[src/mlt_pkg.sv]
// shared types, constants and microcode of the motion level tracker
package mlt_pkg;

   localparam int STEP_W = 4;
   localparam int CSR_INDEX_W = 3;
   localparam int CSR_DATA_W = 32;
   localparam int COEF_W = 17;
   localparam int WEIGHT_W = 16;
   localparam int PROD_W = 49;
   localparam int ACC_W = 51;

   localparam logic [COEF_W-1:0] COEF_ONE = 17'h10000;

   localparam logic [CSR_INDEX_W-1:0] REG_FAST_ATTACK = 3'd0;
   localparam logic [CSR_INDEX_W-1:0] REG_FAST_DECAY = 3'd1;
   localparam logic [CSR_INDEX_W-1:0] REG_SLOW_ATTACK = 3'd2;
   localparam logic [CSR_INDEX_W-1:0] REG_SLOW_DECAY = 3'd3;
   localparam logic [CSR_INDEX_W-1:0] REG_MEAN_WEIGHT = 3'd4;
   localparam logic [CSR_INDEX_W-1:0] REG_SPREAD_WEIGHT = 3'd5;
   localparam logic [CSR_INDEX_W-1:0] REG_TRIGGER_LEVEL = 3'd6;
   localparam logic [CSR_INDEX_W-1:0] REG_HOLD_FRAMES = 3'd7;

   // tracker slots: bit 0 picks spread, bit 1 picks slow
   localparam logic [1:0] TRK_FAST_MEAN = 2'd0;
   localparam logic [1:0] TRK_FAST_SPREAD = 2'd1;
   localparam logic [1:0] TRK_SLOW_MEAN = 2'd2;
   localparam logic [1:0] TRK_SLOW_SPREAD = 2'd3;

   typedef enum logic [2:0] {
      OP_WAIT,
      OP_MUL_TRK,
      OP_UPD_TRK,
      OP_CLAMP,
      OP_MUL_LVL,
      OP_ACC_LVL,
      OP_LEVEL,
      OP_EMIT
   } op_type;

   typedef enum logic [1:0] {
      HOLD_NONE,
      HOLD_REQ,
      HOLD_OUT
   } hold_type;

   typedef struct packed {
      op_type              op;
      logic [1:0]          sel;
      hold_type            hold;
      logic                jump;
      logic [STEP_W-1:0]   target;
   } ctrl_word_type;

   typedef struct packed {
      logic req_fire;
      logic out_free;
   } status_type;

   function automatic ctrl_word_type ucode(input logic [STEP_W-1:0] step);
      ctrl_word_type w;
      unique case (step)
         4'd0:  w = '{OP_WAIT,    2'd0,            HOLD_REQ,  1'b0, 4'd0};
         4'd1:  w = '{OP_MUL_TRK, TRK_FAST_MEAN,   HOLD_NONE, 1'b0, 4'd0};
         4'd2:  w = '{OP_UPD_TRK, TRK_FAST_MEAN,   HOLD_NONE, 1'b0, 4'd0};
         4'd3:  w = '{OP_MUL_TRK, TRK_FAST_SPREAD, HOLD_NONE, 1'b0, 4'd0};
         4'd4:  w = '{OP_UPD_TRK, TRK_FAST_SPREAD, HOLD_NONE, 1'b0, 4'd0};
         4'd5:  w = '{OP_MUL_TRK, TRK_SLOW_MEAN,   HOLD_NONE, 1'b0, 4'd0};
         4'd6:  w = '{OP_UPD_TRK, TRK_SLOW_MEAN,   HOLD_NONE, 1'b0, 4'd0};
         4'd7:  w = '{OP_MUL_TRK, TRK_SLOW_SPREAD, HOLD_NONE, 1'b0, 4'd0};
         4'd8:  w = '{OP_UPD_TRK, TRK_SLOW_SPREAD, HOLD_NONE, 1'b0, 4'd0};
         4'd9:  w = '{OP_CLAMP,   2'd0,            HOLD_NONE, 1'b0, 4'd0};
         4'd10: w = '{OP_MUL_LVL, 2'd0,            HOLD_NONE, 1'b0, 4'd0};
         4'd11: w = '{OP_ACC_LVL, 2'd0,            HOLD_NONE, 1'b0, 4'd0};
         4'd12: w = '{OP_MUL_LVL, 2'd1,            HOLD_NONE, 1'b0, 4'd0};
         4'd13: w = '{OP_ACC_LVL, 2'd1,            HOLD_NONE, 1'b0, 4'd0};
         4'd14: w = '{OP_LEVEL,   2'd0,            HOLD_NONE, 1'b0, 4'd0};
         4'd15: w = '{OP_EMIT,    2'd0,            HOLD_OUT,  1'b1, 4'd0};
      endcase
      return w;
   endfunction

endpackage

[src/mlt_if.sv]
// request and response channel interfaces
interface mlt_req_if;
   logic        valid;
   logic        ready;
   logic [31:0] frame_mean;
   logic [31:0] frame_spread;

   modport source (output valid, output frame_mean, output frame_spread, input ready);
   modport sink (input valid, input frame_mean, input frame_spread, output ready);
endinterface

interface mlt_rsp_if;
   logic               valid;
   logic               ready;
   logic signed [31:0] level;
   logic               detected;
   logic               save_frame;
   logic               run_start;
   logic               run_end;
   logic [15:0]        run_length;
   logic [31:0]        fast_mean_out;
   logic [31:0]        slow_mean_out;

   modport source (output valid, output level, output detected, output save_frame,
                   output run_start, output run_end, output run_length,
                   output fast_mean_out, output slow_mean_out, input ready);
   modport sink (input valid, input level, input detected, input save_frame,
                 input run_start, input run_end, input run_length,
                 input fast_mean_out, input slow_mean_out, output ready);
endinterface

[src/mlt_sequencer.sv]
// microcode step counter and control store
module mlt_sequencer (
   input  logic                     clock,
   input  logic                     reset,
   input  mlt_pkg::status_type      status,
   output mlt_pkg::ctrl_word_type   ctl
);

   logic [mlt_pkg::STEP_W-1:0] step_ff;
   logic [mlt_pkg::STEP_W-1:0] step_in;
   logic                       stall;

   assign ctl = mlt_pkg::ucode(step_ff);

   always_comb begin
      unique case (ctl.hold)
         mlt_pkg::HOLD_REQ: stall = !status.req_fire;
         mlt_pkg::HOLD_OUT: stall = !status.out_free;
         default:           stall = 1'b0;
      endcase
      priority if (stall) begin
         step_in = step_ff;
      end else if (ctl.jump) begin
         step_in = ctl.target;
      end else begin
         step_in = step_ff + 1'b1;
      end
   end

   always_ff @(posedge clock) begin
      if (reset) begin
         step_ff <= '0;
      end else begin
         step_ff <= step_in;
      end
   end

endmodule

[src/mlt_datapath.sv]
// trackers, shared multiplier, level accumulator, flags and output register
module mlt_datapath (
   input  logic                                   clock,
   input  logic                                   reset,
   input  logic                                   csr_we,
   input  logic [mlt_pkg::CSR_INDEX_W-1:0]        csr_index,
   input  logic [mlt_pkg::CSR_DATA_W-1:0]         csr_data,
   input  mlt_pkg::ctrl_word_type                 ctl,
   output mlt_pkg::status_type                    status,
   mlt_req_if.sink                                req_ch,
   mlt_rsp_if.source                              rsp_ch
);

   // configuration
   logic [mlt_pkg::COEF_W-1:0]   fast_attack_ff, fast_decay_ff;
   logic [mlt_pkg::COEF_W-1:0]   slow_attack_ff, slow_decay_ff;
   logic [mlt_pkg::WEIGHT_W-1:0] mean_weight_ff, spread_weight_ff;
   logic signed [31:0]           trigger_ff;
   logic [7:0]                   hold_frames_ff;

   // working state
   logic [31:0]                  trk_ff [4];
   logic [31:0]                  trk_in [4];
   logic [31:0]                  mean_ff, spread_ff;
   logic                         rising_ff;
   logic [mlt_pkg::PROD_W-1:0]   prod_ff, prod_in;
   logic signed [mlt_pkg::ACC_W-1:0] acc_ff, acc_in;
   logic signed [31:0]           level_ff, level_in;
   logic [7:0]                   hold_ff, hold_in;
   logic [15:0]                  run_ff, run_in;

   // output register
   logic                         rsp_valid_ff;
   logic signed [31:0]           out_level_ff;
   logic                         out_det_ff, out_save_ff, out_start_ff, out_end_ff;
   logic [15:0]                  out_len_ff, len_in;
   logic [31:0]                  out_fast_ff, out_slow_ff;

   logic                         req_fire, out_free, emit, det, rising;
   logic [31:0]                  x_cur, in_cur, mag, mul_a, q;
   logic [mlt_pkg::COEF_W-1:0]   coef_raw, coef, mul_b;
   logic [mlt_pkg::PROD_W:0]     rnd;
   logic signed [mlt_pkg::ACC_W-9:0] shifted;

   assign req_ch.ready = (ctl.op == mlt_pkg::OP_WAIT);
   assign req_fire = req_ch.valid && req_ch.ready;
   assign out_free = !rsp_valid_ff || rsp_ch.ready;
   assign emit = (ctl.op == mlt_pkg::OP_EMIT) && out_free;
   assign status = '{req_fire: req_fire, out_free: out_free};

   // tracker step operands
   always_comb begin
      x_cur = trk_ff[ctl.sel];
      in_cur = ctl.sel[0] ? spread_ff : mean_ff;
      rising = in_cur >= x_cur;
      mag = rising ? in_cur - x_cur : x_cur - in_cur;
      unique case ({ctl.sel[1], rising})
         2'b01:   coef_raw = fast_attack_ff;
         2'b00:   coef_raw = fast_decay_ff;
         2'b11:   coef_raw = slow_attack_ff;
         default: coef_raw = slow_decay_ff;
      endcase
      coef = (coef_raw > mlt_pkg::COEF_ONE) ? mlt_pkg::COEF_ONE : coef_raw;
   end

   // shared multiplier
   always_comb begin
      if (ctl.op == mlt_pkg::OP_MUL_TRK) begin
         mul_a = mag;
         mul_b = coef;
      end else begin
         mul_a = ctl.sel[0] ? trk_ff[mlt_pkg::TRK_SLOW_SPREAD] : trk_ff[mlt_pkg::TRK_SLOW_MEAN];
         mul_b = {1'b0, (ctl.sel[0] ? spread_weight_ff : mean_weight_ff)};
      end
      prod_in = mlt_pkg::PROD_W'(mul_a) * mlt_pkg::PROD_W'(mul_b);
   end

   // round half up: toward the new input when rising, away from it when falling
   always_comb begin
      rnd = {1'b0, prod_ff} + (rising_ff ? 50'd32768 : 50'd32767);
      q = rnd[47:16];
   end

   always_comb begin
      shifted = acc_ff[mlt_pkg::ACC_W-1:8];
      if (shifted[42:31] == {12{shifted[42]}}) begin
         level_in = shifted[31:0];
      end else if (shifted[42]) begin
         level_in = 32'sh8000_0000;
      end else begin
         level_in = 32'sh7FFF_FFFF;
      end
   end

   always_comb begin
      trk_in = trk_ff;
      acc_in = acc_ff;
      unique case (ctl.op)
         mlt_pkg::OP_UPD_TRK: begin
            trk_in[ctl.sel] = rising_ff ? x_cur + q : x_cur - q;
         end
         mlt_pkg::OP_CLAMP: begin
            if (trk_ff[mlt_pkg::TRK_SLOW_MEAN] > trk_ff[mlt_pkg::TRK_FAST_MEAN]) begin
               trk_in[mlt_pkg::TRK_SLOW_MEAN] = trk_ff[mlt_pkg::TRK_FAST_MEAN];
            end
            if (trk_ff[mlt_pkg::TRK_SLOW_SPREAD] > trk_ff[mlt_pkg::TRK_FAST_SPREAD]) begin
               trk_in[mlt_pkg::TRK_SLOW_SPREAD] = trk_ff[mlt_pkg::TRK_FAST_SPREAD];
            end
         end
         mlt_pkg::OP_ACC_LVL: begin
            if (ctl.sel[0]) begin
               acc_in = acc_ff - $signed({2'b00, prod_ff});
            end else begin
               acc_in = $signed({11'd0, trk_ff[mlt_pkg::TRK_FAST_MEAN], 8'd0})
                      - $signed({2'b00, prod_ff});
            end
         end
         default: begin
         end
      endcase
   end

   // detection flags and counters
   always_comb begin
      det = level_ff >= trigger_ff;
      if (det) begin
         hold_in = hold_frames_ff;
         run_in = (run_ff != 16'hFFFF) ? run_ff + 1'b1 : run_ff;
         len_in = run_in;
      end else begin
         hold_in = (hold_ff != 8'd0) ? hold_ff - 1'b1 : hold_ff;
         run_in = 16'd0;
         len_in = run_ff;
      end
   end

   always_ff @(posedge clock) begin
      if (reset) begin
         fast_attack_ff <= 17'd6554;
         fast_decay_ff <= 17'd9830;
         slow_attack_ff <= 17'd655;
         slow_decay_ff <= 17'd983;
         mean_weight_ff <= 16'd256;
         spread_weight_ff <= 16'd512;
         trigger_ff <= 32'sd196608000;
         hold_frames_ff <= 8'd2;
      end else if (csr_we) begin
         unique case (csr_index)
            mlt_pkg::REG_FAST_ATTACK:   fast_attack_ff <= csr_data[16:0];
            mlt_pkg::REG_FAST_DECAY:    fast_decay_ff <= csr_data[16:0];
            mlt_pkg::REG_SLOW_ATTACK:   slow_attack_ff <= csr_data[16:0];
            mlt_pkg::REG_SLOW_DECAY:    slow_decay_ff <= csr_data[16:0];
            mlt_pkg::REG_MEAN_WEIGHT:   mean_weight_ff <= csr_data[15:0];
            mlt_pkg::REG_SPREAD_WEIGHT: spread_weight_ff <= csr_data[15:0];
            mlt_pkg::REG_TRIGGER_LEVEL: trigger_ff <= $signed(csr_data[31:0]);
            mlt_pkg::REG_HOLD_FRAMES:   hold_frames_ff <= csr_data[7:0];
         endcase
      end
   end

   always_ff @(posedge clock) begin
      if (reset) begin
         for (int i = 0; i < 4; i++) begin
            trk_ff[i] <= '0;
         end
         hold_ff <= '0;
         run_ff <= '0;
         rsp_valid_ff <= 1'b0;
      end else begin
         trk_ff <= trk_in;
         if (emit) begin
            hold_ff <= hold_in;
            run_ff <= run_in;
            rsp_valid_ff <= 1'b1;
         end else if (rsp_ch.ready) begin
            rsp_valid_ff <= 1'b0;
         end
      end
   end

   always_ff @(posedge clock) begin
      if (req_fire) begin
         mean_ff <= req_ch.frame_mean;
         spread_ff <= req_ch.frame_spread;
      end
      if (ctl.op == mlt_pkg::OP_MUL_TRK) begin
         rising_ff <= rising;
      end
      if (ctl.op == mlt_pkg::OP_MUL_TRK || ctl.op == mlt_pkg::OP_MUL_LVL) begin
         prod_ff <= prod_in;
      end
      acc_ff <= acc_in;
      if (ctl.op == mlt_pkg::OP_LEVEL) begin
         level_ff <= level_in;
      end
      if (emit) begin
         out_level_ff <= level_ff;
         out_det_ff <= det;
         out_save_ff <= det || (hold_ff != 8'd0);
         out_start_ff <= det && (run_ff == 16'd0);
         out_end_ff <= !det && (run_ff != 16'd0);
         out_len_ff <= len_in;
         out_fast_ff <= trk_ff[mlt_pkg::TRK_FAST_MEAN];
         out_slow_ff <= trk_ff[mlt_pkg::TRK_SLOW_MEAN];
      end
   end

   assign rsp_ch.valid = rsp_valid_ff;
   assign rsp_ch.level = out_level_ff;
   assign rsp_ch.detected = out_det_ff;
   assign rsp_ch.save_frame = out_save_ff;
   assign rsp_ch.run_start = out_start_ff;
   assign rsp_ch.run_end = out_end_ff;
   assign rsp_ch.run_length = out_len_ff;
   assign rsp_ch.fast_mean_out = out_fast_ff;
   assign rsp_ch.slow_mean_out = out_slow_ff;

`ifndef SYNTH
   a_clamp_holds: assert property (@(posedge clock) disable iff (reset)
      (ctl.op == mlt_pkg::OP_EMIT) |->
         (trk_ff[mlt_pkg::TRK_SLOW_MEAN] <= trk_ff[mlt_pkg::TRK_FAST_MEAN]) &&
         (trk_ff[mlt_pkg::TRK_SLOW_SPREAD] <= trk_ff[mlt_pkg::TRK_FAST_SPREAD]))
      else $error("slow tracker above fast tracker at emit");

   a_emit_shows: assert property (@(posedge clock) disable iff (reset)
      emit |=> rsp_valid_ff)
      else $error("emitted result not presented");

   a_start_len: assert property (@(posedge clock) disable iff (reset)
      (rsp_valid_ff && out_start_ff) |-> (out_len_ff == 16'd1) && out_det_ff)
      else $error("run start without unit run length");

   a_save_det: assert property (@(posedge clock) disable iff (reset)
      (rsp_valid_ff && out_det_ff) |-> out_save_ff && !out_end_ff)
      else $error("detected frame not saved or flagged as run end");
`endif

endmodule

[src/motion_level_tracker.sv]
// top level of the motion level tracker
// One request per frame carries the frame's difference mean and deviation. A fast and a slow
// tracker follow each statistic; the slow ones are clamped to the fast ones and a detection
// level is formed and compared with the threshold, giving detect, save, run start, run end
// and run length flags. A microcoded sequencer steps a single shared 32 by 17 multiplier
// through the work: two steps per tracker, one clamp step, four steps for the level and one
// to saturate, then the result goes to the output register. A new request is taken only
// after the result is registered, so each request is finished before the next is taken;
// the emit step waits while the response side is full. Register writes are taken at any
// time and are meant to be made while the block is idle.
module motion_level_tracker (
   input  logic                                clock,
   input  logic                                reset,
   mlt_req_if.sink                             req_ch,
   mlt_rsp_if.source                           rsp_ch,
   input  logic                                csr_we,
   input  logic [mlt_pkg::CSR_INDEX_W-1:0]     csr_index,
   input  logic [mlt_pkg::CSR_DATA_W-1:0]      csr_data
);

   mlt_pkg::ctrl_word_type ctl;
   mlt_pkg::status_type    status;

   mlt_sequencer u_sequencer (
      .clock  (clock),
      .reset  (reset),
      .status (status),
      .ctl    (ctl)
   );

   mlt_datapath u_datapath (
      .clock     (clock),
      .reset     (reset),
      .csr_we    (csr_we),
      .csr_index (csr_index),
      .csr_data  (csr_data),
      .ctl       (ctl),
      .status    (status),
      .req_ch    (req_ch),
      .rsp_ch    (rsp_ch)
   );

endmodule
[src/flat_wrapper.sv]
// flat-port wrapper written by rule: the top's interface ports become plain ports
module motion_level_tracker_flat 
  (clock, reset, csr_we, csr_index, csr_data, req_ch_valid, req_ch_frame_mean, req_ch_frame_spread, req_ch_ready, rsp_ch_valid, rsp_ch_level, rsp_ch_detected, rsp_ch_save_frame, rsp_ch_run_start, rsp_ch_run_end, rsp_ch_run_length, rsp_ch_fast_mean_out, rsp_ch_slow_mean_out, rsp_ch_ready);
  mlt_req_if req_ch_i ();
  mlt_rsp_if rsp_ch_i ();
  input  logic clock;
  input  logic reset;
  input  logic csr_we;
  input  logic [mlt_pkg::CSR_INDEX_W-1:0] csr_index;
  input  logic [mlt_pkg::CSR_DATA_W-1:0] csr_data;
  input wire logic [$bits(req_ch_i.valid)-1:0] req_ch_valid;
  input wire logic [$bits(req_ch_i.frame_mean)-1:0] req_ch_frame_mean;
  input wire logic [$bits(req_ch_i.frame_spread)-1:0] req_ch_frame_spread;
  output wire logic [$bits(req_ch_i.ready)-1:0] req_ch_ready;
  output wire logic [$bits(rsp_ch_i.valid)-1:0] rsp_ch_valid;
  output wire logic [$bits(rsp_ch_i.level)-1:0] rsp_ch_level;
  output wire logic [$bits(rsp_ch_i.detected)-1:0] rsp_ch_detected;
  output wire logic [$bits(rsp_ch_i.save_frame)-1:0] rsp_ch_save_frame;
  output wire logic [$bits(rsp_ch_i.run_start)-1:0] rsp_ch_run_start;
  output wire logic [$bits(rsp_ch_i.run_end)-1:0] rsp_ch_run_end;
  output wire logic [$bits(rsp_ch_i.run_length)-1:0] rsp_ch_run_length;
  output wire logic [$bits(rsp_ch_i.fast_mean_out)-1:0] rsp_ch_fast_mean_out;
  output wire logic [$bits(rsp_ch_i.slow_mean_out)-1:0] rsp_ch_slow_mean_out;
  input wire logic [$bits(rsp_ch_i.ready)-1:0] rsp_ch_ready;
  assign req_ch_i.valid = req_ch_valid;
  assign req_ch_i.frame_mean = req_ch_frame_mean;
  assign req_ch_i.frame_spread = req_ch_frame_spread;
  assign req_ch_ready = req_ch_i.ready;
  assign rsp_ch_valid = rsp_ch_i.valid;
  assign rsp_ch_level = rsp_ch_i.level;
  assign rsp_ch_detected = rsp_ch_i.detected;
  assign rsp_ch_save_frame = rsp_ch_i.save_frame;
  assign rsp_ch_run_start = rsp_ch_i.run_start;
  assign rsp_ch_run_end = rsp_ch_i.run_end;
  assign rsp_ch_run_length = rsp_ch_i.run_length;
  assign rsp_ch_fast_mean_out = rsp_ch_i.fast_mean_out;
  assign rsp_ch_slow_mean_out = rsp_ch_i.slow_mean_out;
  assign rsp_ch_i.ready = rsp_ch_ready;
  motion_level_tracker u_core (.clock(clock), .reset(reset), .req_ch(req_ch_i), .rsp_ch(rsp_ch_i), .csr_we(csr_we), .csr_index(csr_index), .csr_data(csr_data));
endmodule
[config.mk]
export PLATFORM = sky130hd
export DESIGN_NAME = motion_level_tracker_flat
export DESIGN_NICKNAME = d
export VERILOG_FILES = /design/src/mlt_pkg.sv /design/src/mlt_if.sv /design/src/mlt_sequencer.sv /design/src/mlt_datapath.sv /design/src/motion_level_tracker.sv /design/src/flat_wrapper.sv
export SDC_FILE = /design/constraint.sdc
export NUM_CORES = 2
export LEC_CHECK = 0
export BUFFER_PORTS_ARGS = -buffer_cell sky130_fd_sc_hd__buf_2
export CAP_MARGIN = 15
export CORE_MARGIN = 1.5
export CORE_UTILIZATION = 60
export DETAILED_ROUTE_END_ITERATION = 8
export PLACE_DENSITY = 0.78
export SYNTH_ARGS = -nofsm -noshare
export SYNTH_HDL_FRONTEND = slang
export SYNTH_SLANG_ARGS = --single-unit
[constraint.sdc]
create_clock -name clock -period 26.6 [get_ports clock]
set_input_delay 5.32 -clock clock [delete_from_list [all_inputs] [get_ports clock]]
set_output_delay 5.32 -clock clock [all_outputs]
set_load 0.005 [all_outputs]
==> metrics.csv <==
stage,metric,value,unit
run_status,status,"complete, no violations",
setup_path,crit_path_end_kind,register,
floorplanning,die_x,309,µm
floorplanning,die-area,0.0956,mm²
power_and_ir_drop,irDropWorstVdd,163,µV
final_layout,drive_gt1_frac,0.0918,
placed_design,globalplace.congestion,0.988,
logic_synthesis,yosys_warnings,0,
global_routing,grt_overflow,0,
timing,whs,455,ps
floorplanning,num_io_pins,222,
setup_path,path_max_fanout,74,
logic_synthesis,synth-edff-count,313,
setup_path,cpLargestDelayFamily,adder cells,
timing,fmax,74.7,MHz
floorplanning,num_rows,112,
placed_design,dp_slack,13540,ps
setup_path,path_buf_inv,8,
final_layout,instances_no_fill,7757,
timing,relSlewSlack,0.154,
logic_synthesis,synth-seq-cells,617,
timing,hold_viol,0,
timing,worstMarginPinSlew,1250,ps
power_and_ir_drop,power-per-cell-area,142,mW/mm²
power_and_ir_drop,fin_total_pwr,8660,µW
placed_design,hpwl,138000,µm
timing,rsz0062_at_grt,no,
setup_path,slowest_stage,buf_4,
floorplanning,core_area,0.0930,mm²
detailed_routing,num_vias,48700,
detailed_routing,route.detailed.drc,0,
min_path,hold_path_class,reg2reg,
detailed_routing,postRouteAntennaNets,0,
cts,clk_latency,670,ps
cts,clkSinkCount,617,
final_layout,fin_nets,7423,
global_routing,antenna_found_initial,5,
flow_run,maxCapViolations,0,
setup_path,crit_top_cell,fa_1,
global_routing,grt_pass1_vias,46600,
final_layout,fillers,7687,
logic_synthesis,synthFlopType,edfxtp_1,
setup_path,critPathKind,reg2reg,
power_and_ir_drop,leakagePower,0.0265,µW
timing,finalCritPeriodShare,0.504,
setup_path,worstPathArrival,13780,ps
logic_synthesis,synthCells,6371,
cts,cts_tree,built,
cts,post-cts-setup-buffer-count,0,
logic_synthesis,ys_async_sr_fraction,0,
timing,timing.final.crit_period,13400,ps
timing,drv_slew,0,
detailed_routing,viasPerCell,6.28,
min_path,worstHoldStart,u_core.u_datapath.trigger_ff[11],
setup_path,start_kind,register,
timing,setup_tns,0,ps
cts,root_buffer,clkbuf_16,
placed_design,io_buffers,221,
cts,htree_levels,3,
detailed_routing,wl,182000,µm
global_routing,grt_max_degree,168,
cts,cts_buffers,69,
setup_path,worstReg2RegStart,u_core.u_sequencer.ctl[7],
timing,finalSetupViolCount,0,
setup_path,crit_path_max_incr_delay,770,ps
logic_synthesis,synthDistinctLibCells,94,
final_layout,multi_input_area,0.0365,mm²
setup_path,cp.required,26990,ps
logic_synthesis,syn-num-nets,7349,
floorplanning,die_h,309,µm
floorplanning,initial_utilization,0.604,
logic_synthesis,syn_area,0.0562,mm²
final_layout,ff_latch_area,0.0155,mm²
logic_synthesis,ys_seq_area_frac,0.275,
cts,cts.repair.resized,0,
logic_synthesis,syn_avg_cell_area,8.83,µm²
timing,fin_worst_skew,39.9,ps
global_routing,grt_usage,0.381,
detailed_routing,routedWlPerCell,23.4,µm
final_layout,syn_to_final_growth,8.57,%
detailed_routing,drt-initial-drc-count,5807,
detailed_routing,dr.pass1.iters,6,
cts,max-clock-path-buffers,3,
cts,clkTransAtPathRegs,60,ps
placed_design,dp_cells,7623,
global_routing,grt_pass1_wl,275000,µm
timing,fin_ws,13200,ps
setup_path,crit_path_start,u_core.u_sequencer.ctl[7],
cts,hold_buffers,0,
flip-flops by register name, summed over array words and instances, names as in the netlist, 7 cells and up:
register,flops
u_core.u_sequencer.ctl,7
u_core.u_datapath.level_ff,32
u_core.u_datapath.acc_ff,51
u_core.u_datapath.hold_frames_ff,8
u_core.u_datapath.mean_ff,32
u_core.u_datapath.rsp_ch.slow_mean_out,32
u_core.u_datapath.run_ff,16
u_core.u_datapath.rsp_ch.run_length,16
u_core.u_datapath.rsp_ch.level,32
u_core.u_datapath.slow_attack_ff,17
u_core.u_datapath.spread_weight_ff,16
u_core.u_datapath.spread_ff,32
u_core.u_datapath.slow_decay_ff,17
u_core.u_datapath.fast_decay_ff,17
u_core.u_datapath.trigger_ff,32
u_core.u_datapath.rsp_ch.fast_mean_out,32
u_core.u_datapath.hold_ff,8
u_core.u_datapath.trk_ff,128
u_core.u_datapath.prod_ff,49
u_core.u_datapath.mean_weight_ff,16
u_core.u_datapath.fast_attack_ff,17
cells by family after synthesis:
group,share of synthesized area
DFF,0.275
xor gates and xnor gates,0.0379
adders and majority gates,0.255
AOI/OAI and AO/OA,0.150
buffers and inverters,0.0778
and+or+nand+nor,0.167
muxes,0.0378
metal layers:
| layer | share of wire | global-route usage |
|---|---|---|
| met5 | 0.00020 | 0 |
| met4 | 0.064 | 0.213 |
| met3 | 0.11 | 0.0853 |
| met2 | 0.44 | 0.588 |
| met1 | 0.39 | 0.498 |
worst reg2reg max path: cells and delay by family (launching register included):
kind / cells / cell delay (ps)
DFF: 1 / 650
adders and majority gates: 8 / 3660
AOI/OAI and AO/OA: 15 / 3650
muxes: 2 / 1420
and+or+nand+nor: 6 / 1030
buffers and inverters: 8 / 2750
power by group:
part	total (µW)	internal (µW)	switching, µW
clock network	1040	612	430
registers	1400	1250	154
logic	6210	2230	3980
total	8660	4100	4560
layout make-up:
cell class | instances | share of cell area
antenna | 1 | 0.0000410
sequential | 617 | 0.254
inverter | 835 | 0.0515
timing repair buffer | 314 | 0.0299
clock inverter | 42 | 0.00934
clock buffer | 86 | 0.0315
tap | 1254 | 0.0257
multi-input combinational | 4608 | 0.598
cells in the final DEF, fill, tap and decap left out, types with 69 or more instances in the layout:
master	count
dfxtp_1	302
edfxtp_1	313
nor2_1	319
a211oi_1	94
nand4_1	69
inv_1	828
nand2_1	900
and2_1	148
clkbuf_16	72
nand3_1	189
buf_4	88
nor3_1	92
a21o_1	155
a21oi_1	466
xnor2_1	178
ha_1	421
fa_1	453
buf_2	220
o21ai_0	198
synth_stat cells, types with 37 or more instances:
library cell	n	area [µm²]
o21ai_0	199	996
mux2_2	45	507
clkbuf_1	249	935
mux4_2	47	1060
nor3_1	100	500
a211oi_1	94	706
nand2b_1	45	282
nor2b_1	66	413
nand4_1	69	432
nand2_1	900	3380
fa_1	453	9070
o21bai_1	53	398
and3_1	56	350
edfxtp_1	313	9400
dfxtp_1	304	6090
inv_1	829	3110
a31oi_1	50	313
nor2_1	322	1210
o21a_1	37	278
a21oi_1	469	2350
mux2i_1	56	561
ha_1	421	5270
xnor2_1	178	1560
nand3_1	190	951
xor2_1	62	543
a21o_1	155	1160
and2_1	149	932
path summary, 6_finish.rpt:
path,slack [ps],depth (start not counted),endpoint
setup / recovery,13200,39,u_core.u_datapath.prod_ff[48]
hold / removal,450,2,u_core.u_datapath.trigger_ff[11]
setup reg to reg,13200,39,u_core.u_datapath.prod_ff[48]
hold reg to reg,450,2,u_core.u_datapath.trigger_ff[11]
metrics by stage:
step,util,instance area (µm²)
final,0.656,61100
after global routing,0.656,61100
after CTS,0.656,61000
after detailed placement,0.629,58500
after global placement,0.629,58500
after floorplan,-,56200
(Power assumes the default switching activity.)
